===== config.mk =====
export PLATFORM = sky130hd
export DESIGN_NAME = bcd_time_field_adjuster
export DESIGN_NICKNAME = d
export VERILOG_FILES = /design/src/rtl/bcdtfa_pkg.sv /design/src/rtl/bcdtfa_ctrl.sv /design/src/rtl/bcdtfa_dp.sv /design/src/rtl/bcd_time_field_adjuster.sv
export SDC_FILE = /design/constraint.sdc
export NUM_CORES = 1
export LEC_CHECK = 0
export ABC_AREA = 1
export BUFFER_PORTS_ARGS = -buffer_cell sky130_fd_sc_hd__buf_2
export CAP_MARGIN = 20
export CORE_MARGIN = 10
export CORE_UTILIZATION = 25
export CTS_BUF_LIST = sky130_fd_sc_hd__clkbuf_4
export CTS_CLUSTER_SIZE = 30
export DETAILED_ROUTE_END_ITERATION = 10
export MAX_ROUTING_LAYER = met4
export PLACE_DENSITY = 0.41
export SLEW_MARGIN = 10
export SYNTH_ARGS = -nofsm -noshare
export SYNTH_HDL_FRONTEND = slang
export SYNTH_SLANG_ARGS = --single-unit

===== constraint.sdc =====
create_clock -name clock -period 5 [get_ports clock]
set_input_delay 0.25 -clock clock [delete_from_list [all_inputs] [get_ports clock]]
set_output_delay 0.25 -clock clock [all_outputs]
set_load 0.05 [all_outputs]

===== src/rtl/bcdtfa_pkg.sv =====
package bcdtfa_pkg;

   // Command codes carried by one request beat.
   localparam logic [1:0] CMD_LOAD_TIME = 2'd0;
   localparam logic [1:0] CMD_INC       = 2'd1;
   localparam logic [1:0] CMD_DEC       = 2'd2;
   localparam logic [1:0] CMD_LOAD_SET  = 2'd3;

   // Field selector codes.
   localparam logic [3:0] FS_NONE     = 4'd0;
   localparam logic [3:0] FS_HOUR     = 4'd1;
   localparam logic [3:0] FS_MINUTE   = 4'd2;
   localparam logic [3:0] FS_FORMAT   = 4'd3;
   localparam logic [3:0] FS_MONTH    = 4'd4;
   localparam logic [3:0] FS_DAY      = 4'd5;
   localparam logic [3:0] FS_WEEK     = 4'd6;
   localparam logic [3:0] FS_YEAR     = 4'd7;
   localparam logic [3:0] FS_BEEP     = 4'd8;
   localparam logic [3:0] FS_ALARM_HR = 4'd9;
   localparam logic [3:0] FS_ALARM_MN = 4'd10;
   localparam logic [3:0] FS_FLIP     = 4'd11;
   localparam logic [3:0] FS_NIGHT    = 4'd12;

   // Write target codes reported with each result beat.
   localparam logic [2:0] WT_TIME     = 3'd0;
   localparam logic [2:0] WT_FLAGS    = 3'd1;
   localparam logic [2:0] WT_ALARM_HR = 3'd2;
   localparam logic [2:0] WT_ALARM_MN = 3'd3;
   localparam logic [2:0] WT_NONE     = 3'd4;

   // BCD bounds and hour encodings.
   localparam logic [7:0] BCD_MAX      = 8'h99;
   localparam logic [7:0] BCD_MIN_MAX  = 8'h59;
   localparam logic [7:0] BCD_HR_MAX   = 8'h23;
   localparam logic [7:0] BCD_MON_MAX  = 8'h12;
   localparam logic [7:0] HOUR_AM12    = 8'h92;
   localparam logic [7:0] HOUR_PM12    = 8'hB2;
   localparam logic [7:0] HOUR_PM_BASE = 8'hA0;
   localparam logic [7:0] HOUR_AM_BASE = 8'h80;
   localparam logic [7:0] DAYS_31      = 8'h31;
   localparam logic [7:0] DAYS_30      = 8'h30;
   localparam logic [7:0] DAYS_28      = 8'h28;
   localparam logic [7:0] WEEK_MAX     = 8'h07;

   // Controller to datapath command group.
   typedef struct packed {
      logic capture;
   } ctrl_cmd_type;

endpackage


===== src/rtl/bcdtfa_ctrl.sv =====
module bcdtfa_ctrl
   import bcdtfa_pkg::*;
(
   input  logic         clock,
   input  logic         reset,
   input  logic         req_valid,
   output logic         req_ready,
   output logic         rsp_valid,
   input  logic         rsp_ready,
   output ctrl_cmd_type cmd
);

   localparam logic ST_EMPTY = 1'b0;
   localparam logic ST_FULL  = 1'b1;

   logic state_ff;
   logic state_in;
   logic accept;

   // A new beat may enter when the result slot is empty or is being drained.
   assign req_ready   = (state_ff == ST_EMPTY) || rsp_ready;
   assign accept      = req_valid && req_ready;
   assign rsp_valid   = (state_ff == ST_FULL);
   assign cmd.capture = accept;

   // Next state of the result slot.
   always_comb begin
      state_in = state_ff;
      unique case (state_ff)
         ST_EMPTY: begin
            if (accept) state_in = ST_FULL;
         end
         ST_FULL: begin
            if (!accept && rsp_ready) state_in = ST_EMPTY;
         end
         default: state_in = ST_EMPTY;
      endcase
   end

   always_ff @(posedge clock) begin
      if (reset) state_ff <= ST_EMPTY;
      else       state_ff <= state_in;
   end

endmodule


===== src/rtl/bcdtfa_dp.sv =====
module bcdtfa_dp
   import bcdtfa_pkg::*;
(
   input  logic         clock,
   input  logic         reset,
   input  ctrl_cmd_type cmd,
   input  logic [1:0]   command,
   input  logic [3:0]   field_select,
   input  logic [7:0]   load_second,
   input  logic [7:0]   load_minute,
   input  logic [7:0]   load_hour,
   input  logic [7:0]   load_day,
   input  logic [7:0]   load_month,
   input  logic [2:0]   load_week,
   input  logic [7:0]   load_year,
   input  logic [7:0]   load_alarm_hour,
   input  logic [7:0]   load_alarm_minute,
   input  logic [2:0]   load_flags,
   output logic [7:0]   second,
   output logic [7:0]   minute,
   output logic [7:0]   hour,
   output logic [7:0]   day,
   output logic [7:0]   month,
   output logic [2:0]   week,
   output logic [7:0]   year,
   output logic [7:0]   alarm_hour,
   output logic [7:0]   alarm_minute,
   output logic [2:0]   settings_flags,
   output logic [2:0]   write_target
);

   // Step up with wrap to the lower bound and BCD carry.
   function automatic logic [7:0] step_up(input logic [7:0] v, input logic [7:0] top,
                                          input logic [7:0] bottom);
      logic [7:0] r;
      if (v >= top || v == BCD_MAX) r = bottom;
      else if (v[3:0] == 4'h9)      r = {v[7:4] + 4'h1, 4'h0};
      else                          r = v + 8'h01;
      return r;
   endfunction

   // Step down with wrap to the upper bound and BCD borrow.
   function automatic logic [7:0] step_down(input logic [7:0] v, input logic [7:0] top,
                                            input logic [7:0] bottom);
      logic [7:0] r;
      if (v <= bottom || v == 8'h00) r = top;
      else if (v[3:0] == 4'h0)       r = v - 8'h07;
      else                           r = v - 8'h01;
      return r;
   endfunction

   // Binary 0..99 to two BCD digits; tens found by parallel compares.
   function automatic logic [7:0] to_bcd(input logic [6:0] v);
      logic [3:0] tens;
      logic [6:0] rem;
      tens = 4'd0;
      for (int k = 1; k <= 9; k++) begin
         if (v >= 7'(k * 10)) tens = 4'(k);
      end
      rem = v - 7'(tens) * 7'd10;
      return {tens, rem[3:0]};
   endfunction

   // Days in a BCD month; meaningless months give zero.
   function automatic logic [7:0] month_days(input logic [7:0] m);
      logic [7:0] r;
      unique case (m)
         8'h01, 8'h03, 8'h05, 8'h07, 8'h08, 8'h10, 8'h12: r = DAYS_31;
         8'h04, 8'h06, 8'h09, 8'h11:                      r = DAYS_30;
         8'h02:                                           r = DAYS_28;
         default:                                         r = 8'h00;
      endcase
      return r;
   endfunction

   logic [7:0] second_ff, minute_ff, hour_ff, day_ff, month_ff, year_ff;
   logic [7:0] alarm_hr_ff, alarm_min_ff;
   logic [2:0] week_ff, flags_ff, wt_ff;
   logic [7:0] second_in, minute_in, hour_in, day_in, month_in, year_in;
   logic [7:0] alarm_hr_in, alarm_min_in;
   logic [2:0] week_in, flags_in, wt_in;

   logic       up;
   logic [4:0] h12_val;
   logic [5:0] plain12;
   logic [6:0] h24_val;
   logic [5:0] p2h_arg;
   logic [5:0] p2h_less;
   logic [7:0] p2h_val;
   logic [6:0] h24_next;
   logic [6:0] h24_less;
   logic [7:0] hour_step;
   logic [7:0] hour_toggle;
   logic [7:0] day_lim;
   logic [1:0] year_mod4;
   logic [7:0] week_step;

   assign up = (command == CMD_INC);

   // Hour digits in both encodings.
   assign h12_val = hour_ff[4] ? (5'd10 + {1'b0, hour_ff[3:0]}) : {1'b0, hour_ff[3:0]};
   always_comb begin
      if (hour_ff[5]) plain12 = (h12_val == 5'd12) ? 6'd12 : ({1'b0, h12_val} + 6'd12);
      else            plain12 = (h12_val == 5'd12) ? 6'd0 : {1'b0, h12_val};
   end
   assign h24_val = 7'(hour_ff[6:4]) * 7'd10 + {3'b000, hour_ff[3:0]};

   // Plain hour back to the 12-hour encoding.
   always_comb begin
      if (up)                  p2h_arg = plain12 + 6'd1;
      else if (plain12 == 6'd0) p2h_arg = 6'd23;
      else                     p2h_arg = plain12 - 6'd1;
      p2h_less = p2h_arg - 6'd12;
      if (p2h_arg >= 6'd12) begin
         if (p2h_less == 6'd0) p2h_val = HOUR_PM12;
         else                  p2h_val = HOUR_PM_BASE | to_bcd({1'b0, p2h_less});
      end else begin
         p2h_val = HOUR_AM_BASE | to_bcd({1'b0, p2h_arg});
      end
   end

   // Hour step in either format.
   always_comb begin
      if (up) h24_next = (h24_val + 7'd1 > 7'd23) ? 7'd0 : (h24_val + 7'd1);
      else    h24_next = (h24_val == 7'd0) ? 7'd23 : (h24_val - 7'd1);
      if (hour_ff[7]) begin
         if (up && p2h_arg > 6'd23)       hour_step = HOUR_AM12;
         else if (!up && p2h_arg == 6'd0) hour_step = HOUR_AM12;
         else                             hour_step = p2h_val;
      end else begin
         hour_step = to_bcd(h24_next);
      end
   end

   // Conversion between 12-hour and 24-hour form.
   always_comb begin
      h24_less = h24_val - 7'd12;
      if (hour_ff[7]) begin
         if (hour_ff[5])                       hour_toggle = to_bcd({1'b0, plain12});
         else if ({3'b000, hour_ff[4:0]} == BCD_MON_MAX) hour_toggle = 8'h00;
         else                                  hour_toggle = {3'b000, hour_ff[4:0]};
      end else if (hour_ff >= BCD_MON_MAX) begin
         hour_toggle = (h24_less == 7'd0) ? HOUR_PM12 : (HOUR_PM_BASE | to_bcd(h24_less));
      end else if (hour_ff == 8'h00) begin
         hour_toggle = HOUR_AM12;
      end else begin
         hour_toggle = HOUR_AM_BASE | hour_ff;
      end
   end

   // Day limit with the leap day in February.
   assign year_mod4 = {year_ff[4], 1'b0} + year_ff[1:0];
   assign day_lim   = month_days(month_ff) +
                      ((month_ff == 8'h02 && year_mod4 == 2'd0) ? 8'h01 : 8'h00);

   assign week_step = up ? step_up({5'b0, week_ff}, WEEK_MAX, 8'h01)
                         : step_down({5'b0, week_ff}, WEEK_MAX, 8'h01);

   // Next register set for the command in the current beat.
   always_comb begin
      second_in    = second_ff;
      minute_in    = minute_ff;
      hour_in      = hour_ff;
      day_in       = day_ff;
      month_in     = month_ff;
      week_in      = week_ff;
      year_in      = year_ff;
      alarm_hr_in  = alarm_hr_ff;
      alarm_min_in = alarm_min_ff;
      flags_in     = flags_ff;
      wt_in        = WT_NONE;
      unique case (command)
         CMD_LOAD_TIME: begin
            second_in = load_second;
            minute_in = load_minute;
            hour_in   = load_hour;
            day_in    = load_day;
            month_in  = load_month;
            week_in   = load_week;
            year_in   = load_year;
         end
         CMD_LOAD_SET: begin
            alarm_hr_in  = (load_alarm_hour > BCD_HR_MAX) ? 8'h00 : load_alarm_hour;
            alarm_min_in = (load_alarm_minute > BCD_MIN_MAX) ? 8'h00 : load_alarm_minute;
            flags_in     = load_flags;
         end
         default: begin
            unique case (field_select)
               FS_HOUR: begin
                  hour_in = hour_step;
                  wt_in   = WT_TIME;
               end
               FS_MINUTE: begin
                  minute_in = up ? step_up(minute_ff, BCD_MIN_MAX, 8'h00)
                                 : step_down(minute_ff, BCD_MIN_MAX, 8'h00);
                  second_in = 8'h00;
                  wt_in     = WT_TIME;
               end
               FS_FORMAT: begin
                  hour_in = hour_toggle;
                  wt_in   = WT_TIME;
               end
               FS_MONTH: begin
                  month_in = up ? step_up(month_ff, BCD_MON_MAX, 8'h01)
                                : step_down(month_ff, BCD_MON_MAX, 8'h01);
                  wt_in    = WT_TIME;
               end
               FS_DAY: begin
                  day_in = up ? step_up(day_ff, day_lim, 8'h01)
                              : step_down(day_ff, day_lim, 8'h01);
                  wt_in  = WT_TIME;
               end
               FS_WEEK: begin
                  week_in = week_step[2:0];
                  wt_in   = WT_TIME;
               end
               FS_YEAR: begin
                  year_in = up ? step_up(year_ff, BCD_MAX, 8'h00)
                               : step_down(year_ff, BCD_MAX, 8'h00);
                  wt_in   = WT_TIME;
               end
               FS_BEEP: begin
                  flags_in = flags_ff ^ 3'b001;
                  wt_in    = WT_FLAGS;
               end
               FS_ALARM_HR: begin
                  alarm_hr_in = up ? step_up(alarm_hr_ff, BCD_HR_MAX, 8'h00)
                                   : step_down(alarm_hr_ff, BCD_HR_MAX, 8'h00);
                  wt_in       = WT_ALARM_HR;
               end
               FS_ALARM_MN: begin
                  alarm_min_in = up ? step_up(alarm_min_ff, BCD_MIN_MAX, 8'h00)
                                    : step_down(alarm_min_ff, BCD_MIN_MAX, 8'h00);
                  wt_in        = WT_ALARM_MN;
               end
               FS_FLIP: begin
                  flags_in = flags_ff ^ 3'b010;
                  wt_in    = WT_FLAGS;
               end
               FS_NIGHT: begin
                  flags_in = flags_ff ^ 3'b100;
                  wt_in    = WT_FLAGS;
               end
               default: wt_in = WT_NONE;
            endcase
         end
      endcase
   end

   // Register set; updated only when a request beat is captured.
   always_ff @(posedge clock) begin
      if (reset) begin
         second_ff    <= 8'h00;
         minute_ff    <= 8'h00;
         hour_ff      <= 8'h00;
         day_ff       <= 8'h01;
         month_ff     <= 8'h01;
         week_ff      <= 3'd1;
         year_ff      <= 8'h00;
         alarm_hr_ff  <= 8'h00;
         alarm_min_ff <= 8'h00;
         flags_ff     <= 3'b000;
      end else if (cmd.capture) begin
         second_ff    <= second_in;
         minute_ff    <= minute_in;
         hour_ff      <= hour_in;
         day_ff       <= day_in;
         month_ff     <= month_in;
         week_ff      <= week_in;
         year_ff      <= year_in;
         alarm_hr_ff  <= alarm_hr_in;
         alarm_min_ff <= alarm_min_in;
         flags_ff     <= flags_in;
      end
   end

   // Write target of the result beat.
   always_ff @(posedge clock) begin
      if (cmd.capture) wt_ff <= wt_in;
   end

   assign second         = second_ff;
   assign minute         = minute_ff;
   assign hour           = hour_ff;
   assign day            = day_ff;
   assign month          = month_ff;
   assign week           = week_ff;
   assign year           = year_ff;
   assign alarm_hour     = alarm_hr_ff;
   assign alarm_minute   = alarm_min_ff;
   assign settings_flags = flags_ff;
   assign write_target   = wt_ff;

endmodule


===== src/rtl/bcd_time_field_adjuster.sv =====
// The result beat is valid in the cycle after its request beat is accepted.
// Throughput: one command per cycle while rsp_ready stays high; the single register
// stage of the time register set holds the result until it is taken.
// Reset (synchronous, active high) sets time to 00:00:00, day 01, month 01,
// weekday 1, year 00, alarm 00:00, flags clear, and empties the result slot.
module bcd_time_field_adjuster
   import bcdtfa_pkg::*;
(
   input  logic       clock,
   input  logic       reset,
   input  logic       req_valid,
   output logic       req_ready,
   input  logic [1:0] req_command,
   input  logic [3:0] req_field_select,
   input  logic [7:0] req_load_second,
   input  logic [7:0] req_load_minute,
   input  logic [7:0] req_load_hour,
   input  logic [7:0] req_load_day,
   input  logic [7:0] req_load_month,
   input  logic [2:0] req_load_week,
   input  logic [7:0] req_load_year,
   input  logic [7:0] req_load_alarm_hour,
   input  logic [7:0] req_load_alarm_minute,
   input  logic [2:0] req_load_flags,
   output logic       rsp_valid,
   input  logic       rsp_ready,
   output logic [7:0] rsp_second,
   output logic [7:0] rsp_minute,
   output logic [7:0] rsp_hour,
   output logic [7:0] rsp_day,
   output logic [7:0] rsp_month,
   output logic [2:0] rsp_week,
   output logic [7:0] rsp_year,
   output logic [7:0] rsp_alarm_hour,
   output logic [7:0] rsp_alarm_minute,
   output logic [2:0] rsp_settings_flags,
   output logic [2:0] rsp_write_target
);

   ctrl_cmd_type cmd;

   bcdtfa_ctrl u_ctrl (
      .clock     (clock),
      .reset     (reset),
      .req_valid (req_valid),
      .req_ready (req_ready),
      .rsp_valid (rsp_valid),
      .rsp_ready (rsp_ready),
      .cmd       (cmd)
   );

   bcdtfa_dp u_dp (
      .clock             (clock),
      .reset             (reset),
      .cmd               (cmd),
      .command           (req_command),
      .field_select      (req_field_select),
      .load_second       (req_load_second),
      .load_minute       (req_load_minute),
      .load_hour         (req_load_hour),
      .load_day          (req_load_day),
      .load_month        (req_load_month),
      .load_week         (req_load_week),
      .load_year         (req_load_year),
      .load_alarm_hour   (req_load_alarm_hour),
      .load_alarm_minute (req_load_alarm_minute),
      .load_flags        (req_load_flags),
      .second            (rsp_second),
      .minute            (rsp_minute),
      .hour              (rsp_hour),
      .day               (rsp_day),
      .month             (rsp_month),
      .week              (rsp_week),
      .year              (rsp_year),
      .alarm_hour        (rsp_alarm_hour),
      .alarm_minute      (rsp_alarm_minute),
      .settings_flags    (rsp_settings_flags),
      .write_target      (rsp_write_target)
   );

   // An accepted beat always produces a result beat in the next cycle.
   a_accept_gives_rsp: assert property (@(posedge clock) disable iff (reset)
      req_valid && req_ready |=> rsp_valid)
      else $error("accepted beat did not produce a result");

   // A pending result is never overwritten by a new beat.
   a_no_overwrite: assert property (@(posedge clock) disable iff (reset)
      rsp_valid && !rsp_ready |-> !req_ready)
      else $error("request accepted while result stalled");

   // An unused selector reports no write.
   a_none_target: assert property (@(posedge clock) disable iff (reset)
      req_valid && req_ready && (req_command == CMD_INC || req_command == CMD_DEC) &&
      req_field_select == FS_NONE |=> rsp_write_target == WT_NONE)
      else $error("unused selector reported a write");

   // Weekday stepping never yields zero.
   a_week_nonzero: assert property (@(posedge clock) disable iff (reset)
      req_valid && req_ready && (req_command == CMD_INC || req_command == CMD_DEC) &&
      req_field_select == FS_WEEK |=> rsp_week != 3'd0)
      else $error("weekday step produced zero");

endmodule

==> qor.csv <==
metric,value,unit
status,"finished, final reports clean",
drive_above_1_share,18.4,%
core,36900,um^2
pwr-share-comb,81.0,%
dr_total_vias,10600,
cp.required,5370,ps
finalWorstSetupSlack,366,ps
met2_length,16.4,mm
fin_util,31.1,%
wirelength_met1,17.7,mm
post-route-drc-count,0,
highest_layer,met4,
io_pins,155,
cts-root-buf,clkbuf_4,
grt.overflow.total,0,
track_usage,16.0,%
htreeDepth,3,
synth_nets,1697,
synthFlopType,dfxtp_1,
area_growth,22.1,%
first_iter_violations,707,
final_nets,1879,
grt_pass1_wl,57.0,mm
synth_enable_flop_cells,3,
final_cell_mix,"nand2_1, inv_1, buf_2",
clk_latency,510,ps
powerDensity,560,nW/um^2
min_period_over_period,92.7,%
path_class,flip-flop to flip-flop,
clk_path_buf_depth,2,
syn_area_per_cell,6.13,um^2
finalMaxSlewViolations,0,
dp_hpwl,28.1,mm
worstReg2RegStart,u_dp.hour[2]$_SDFFE_PP0P_,
hp-class,input port to flip-flop,
synthesis.area,9390,um^2
ys_types,58,
crit_path_top_delay_cell,dfxtp_4,
via_per_inst,4.77,
critPathCaptureType,flip-flop,
first_pass_iters,5,
cp_max_fo,9,
synth-async-reset-ratio,0,%
endpoint,u_dp.hour[3]$_SDFFE_PP0P_,
yosysTopAreaCell,dfxtp_1,
rrSetupSlack,370,ps
yosys_register_bits,78,
slowest_delay,400,ps
initial_core_util,25.5,%
port_buffers,154,
cts-buffers-inserted,9,
yosysWarningCount,0,
die-height,214,um
grt_pass1_vias,10400,
dp_slack,102,ps
switching_share,55.2,%
fmax,216,MHz
seq_power_share,11.5,%
whs,31.9,ps
wl_met3,1.27,mm
peakVddDrop,315,uV
finalClockSkew,15.6,ps
globalplace.congestion,0.880,
fin_setup_tns,0,ps
postRouteAntennaNets,0,
synth_cells,1532,
slew_headroom,28.3,%
p_switching,3.55,mW
cp.arrival,5010,ps
clock_sinks,78,
grt_max_degree,51,
antenna_found_initial,3,
setup_viol,0,
rows,70,
synth_sequential_area_ratio,16.9,%
cp_common_cell,nand2_1,
rr_worst_depth,36,
fp.dieW,214,um
drt_wl_total,35.9,mm
clkPwrFrac,7.5,%
p_int,2.88,mW
tightest_slew,1070,ps
final.min_clock_period,4630,ps
cap_violations,0,
cts_tree,yes,
synth_area_leaders,"dfxtp_1, nand2_1, ha_1",
routedWlPerCell,16.1,um
layout_commonest_cell,nand2_1,
yosys.area.top_type_share,16.0,%
r2r_end,u_dp.hour[3]$_SDFFE_PP0P_,
cp-startpoint,u_dp.hour[2]$_SDFFE_PP0P_,
hold_viol,0,
fp.dieArea,45700,um^2
p_leak,5.52,nW
crit_path_start_kind,flip-flop,
clk_pin_slew,140,ps
[worst min-delay path by stage]
stage                                start                              end  cells past startpoint
3_5_place_dp   u_dp.second[0]$_SDFFE_PP0P_      u_dp.second[0]$_SDFFE_PP0P_                      2
4_1_cts             req_load_alarm_hour[1]  u_dp.alarm_hour[1]$_SDFFE_PP0P_                      3
2_1_floorplan                        reset       u_dp.month[4]$_SDFFE_PP0P_                      1
6_report            req_load_alarm_hour[1]  u_dp.alarm_hour[1]$_SDFFE_PP0P_                      3
3_3_place_gp   u_dp.second[4]$_SDFFE_PP0P_      u_dp.second[4]$_SDFFE_PP0P_                      2
5_1_grt             req_load_alarm_hour[1]  u_dp.alarm_hour[1]$_SDFFE_PP0P_                      3
[power groups by stage]
stage          Sequential, mW  Clock [mW]  Combinational [mW]
2_1_floorplan           0.859           0                3.55
3_3_place_gp            0.749           0                4.84
3_5_place_dp            0.750           0                4.78
4_1_cts                 0.737       0.505                4.82
5_1_grt                 0.747       0.524                5.90
6_report                0.738       0.482                5.21
[area by class of cell]
type,instances,area [um^2]
Sequential cell,78,1600
Tap cell,504,631
Clock inverter,4,72.6
Fill cell,4150,25400
Multi-Input combinational cell,1180,6910
Antenna cell,3,7.51
Inverter,228,856
Clock buffer,11,82.6
Timing Repair Buffer,217,1310
[synth_stat cells (14+ instances only)]
| cell type | count |
|---|---|
| a21oi_1 | 118 |
| a221oi_1 | 14 |
| clkbuf_1 | 32 |
| dfxtp_1 | 75 |
| ha_1 | 79 |
| inv_1 | 212 |
| nand2_1 | 348 |
| nand2_2 | 21 |
| nand3_1 | 107 |
| nand4_1 | 22 |
| nor2_1 | 147 |
| nor3_1 | 22 |
| o211ai_1 | 45 |
| o21ai_0 | 92 |
| xnor2_1 | 14 |
| xor2_1 | 28 |
[sequential cells by signal (all words and copies together), names as in the netlist, 8 cells and up, named ones only]
register and cells:
u_dp.day 8, u_dp.alarm_minute 8, u_dp.hour 8, u_dp.minute 8, u_dp.second 8, u_dp.alarm_hour 8, u_dp.year 8, u_dp.month 8
[per-layer routing]
| metal | GRT usage, % | vias to the layer above |
|---|---|---|
| li1 | - | 5463 |
| met2 | 25.6 | 203 |
| met5 | - | - |
| met3 | 2.19 | 29 |
| met1 | 20.9 | 4921 |
| met4 | 3.91 | 0 |
[what timing repair did]
item | CTS | global route
hold buffers | 22 | 0
hold endpoints to repair | 21 | 0
buffers inserted | 0 | 11
endpoints found under the setup margin | 0 | 2
gates resized for setup | 0 | 42
[metrics by stage]
stage | power [mW] | instances | instance area, um^2
6_report | 6.43 | 2225 | 11500
3_5_place_dp | 5.53 | 2173 | 10800
4_1_cts | 6.06 | 2210 | 11200
3_3_place_gp | 5.59 | 2173 | 10800
2_1_floorplan | 4.41 | 1532 | 9400
5_1_grt | 7.18 | 2225 | 11500
[critical path, delay by kind of cell, from the launching register on]
family,cells,cell delay (ps)
simple gates,22,1890
fa+ha+maj,5,1350
flops,1,400
buf+inv,5,370
compound gates,3,340
xor+xnor,1,160
[cell families (layout without fill, tap and decap cells)]
kind of cell             count (synthesis)  count (layout)  synth area share [%]
adder cells (fa/ha/maj)                 85              85                  11.8
flip-flops                              78              78                  16.9
AND/OR/NAND/NOR                        713             713                  34.0
other                                    0               3                     0
AO/OA/AOI/OAI                          336             336                  21.6
buffers and inverters                  274             460                  11.2
XOR/XNOR                                44              44                  4.26
multiplexers                             2               2                 0.213
(Power assumes the default switching activity.)
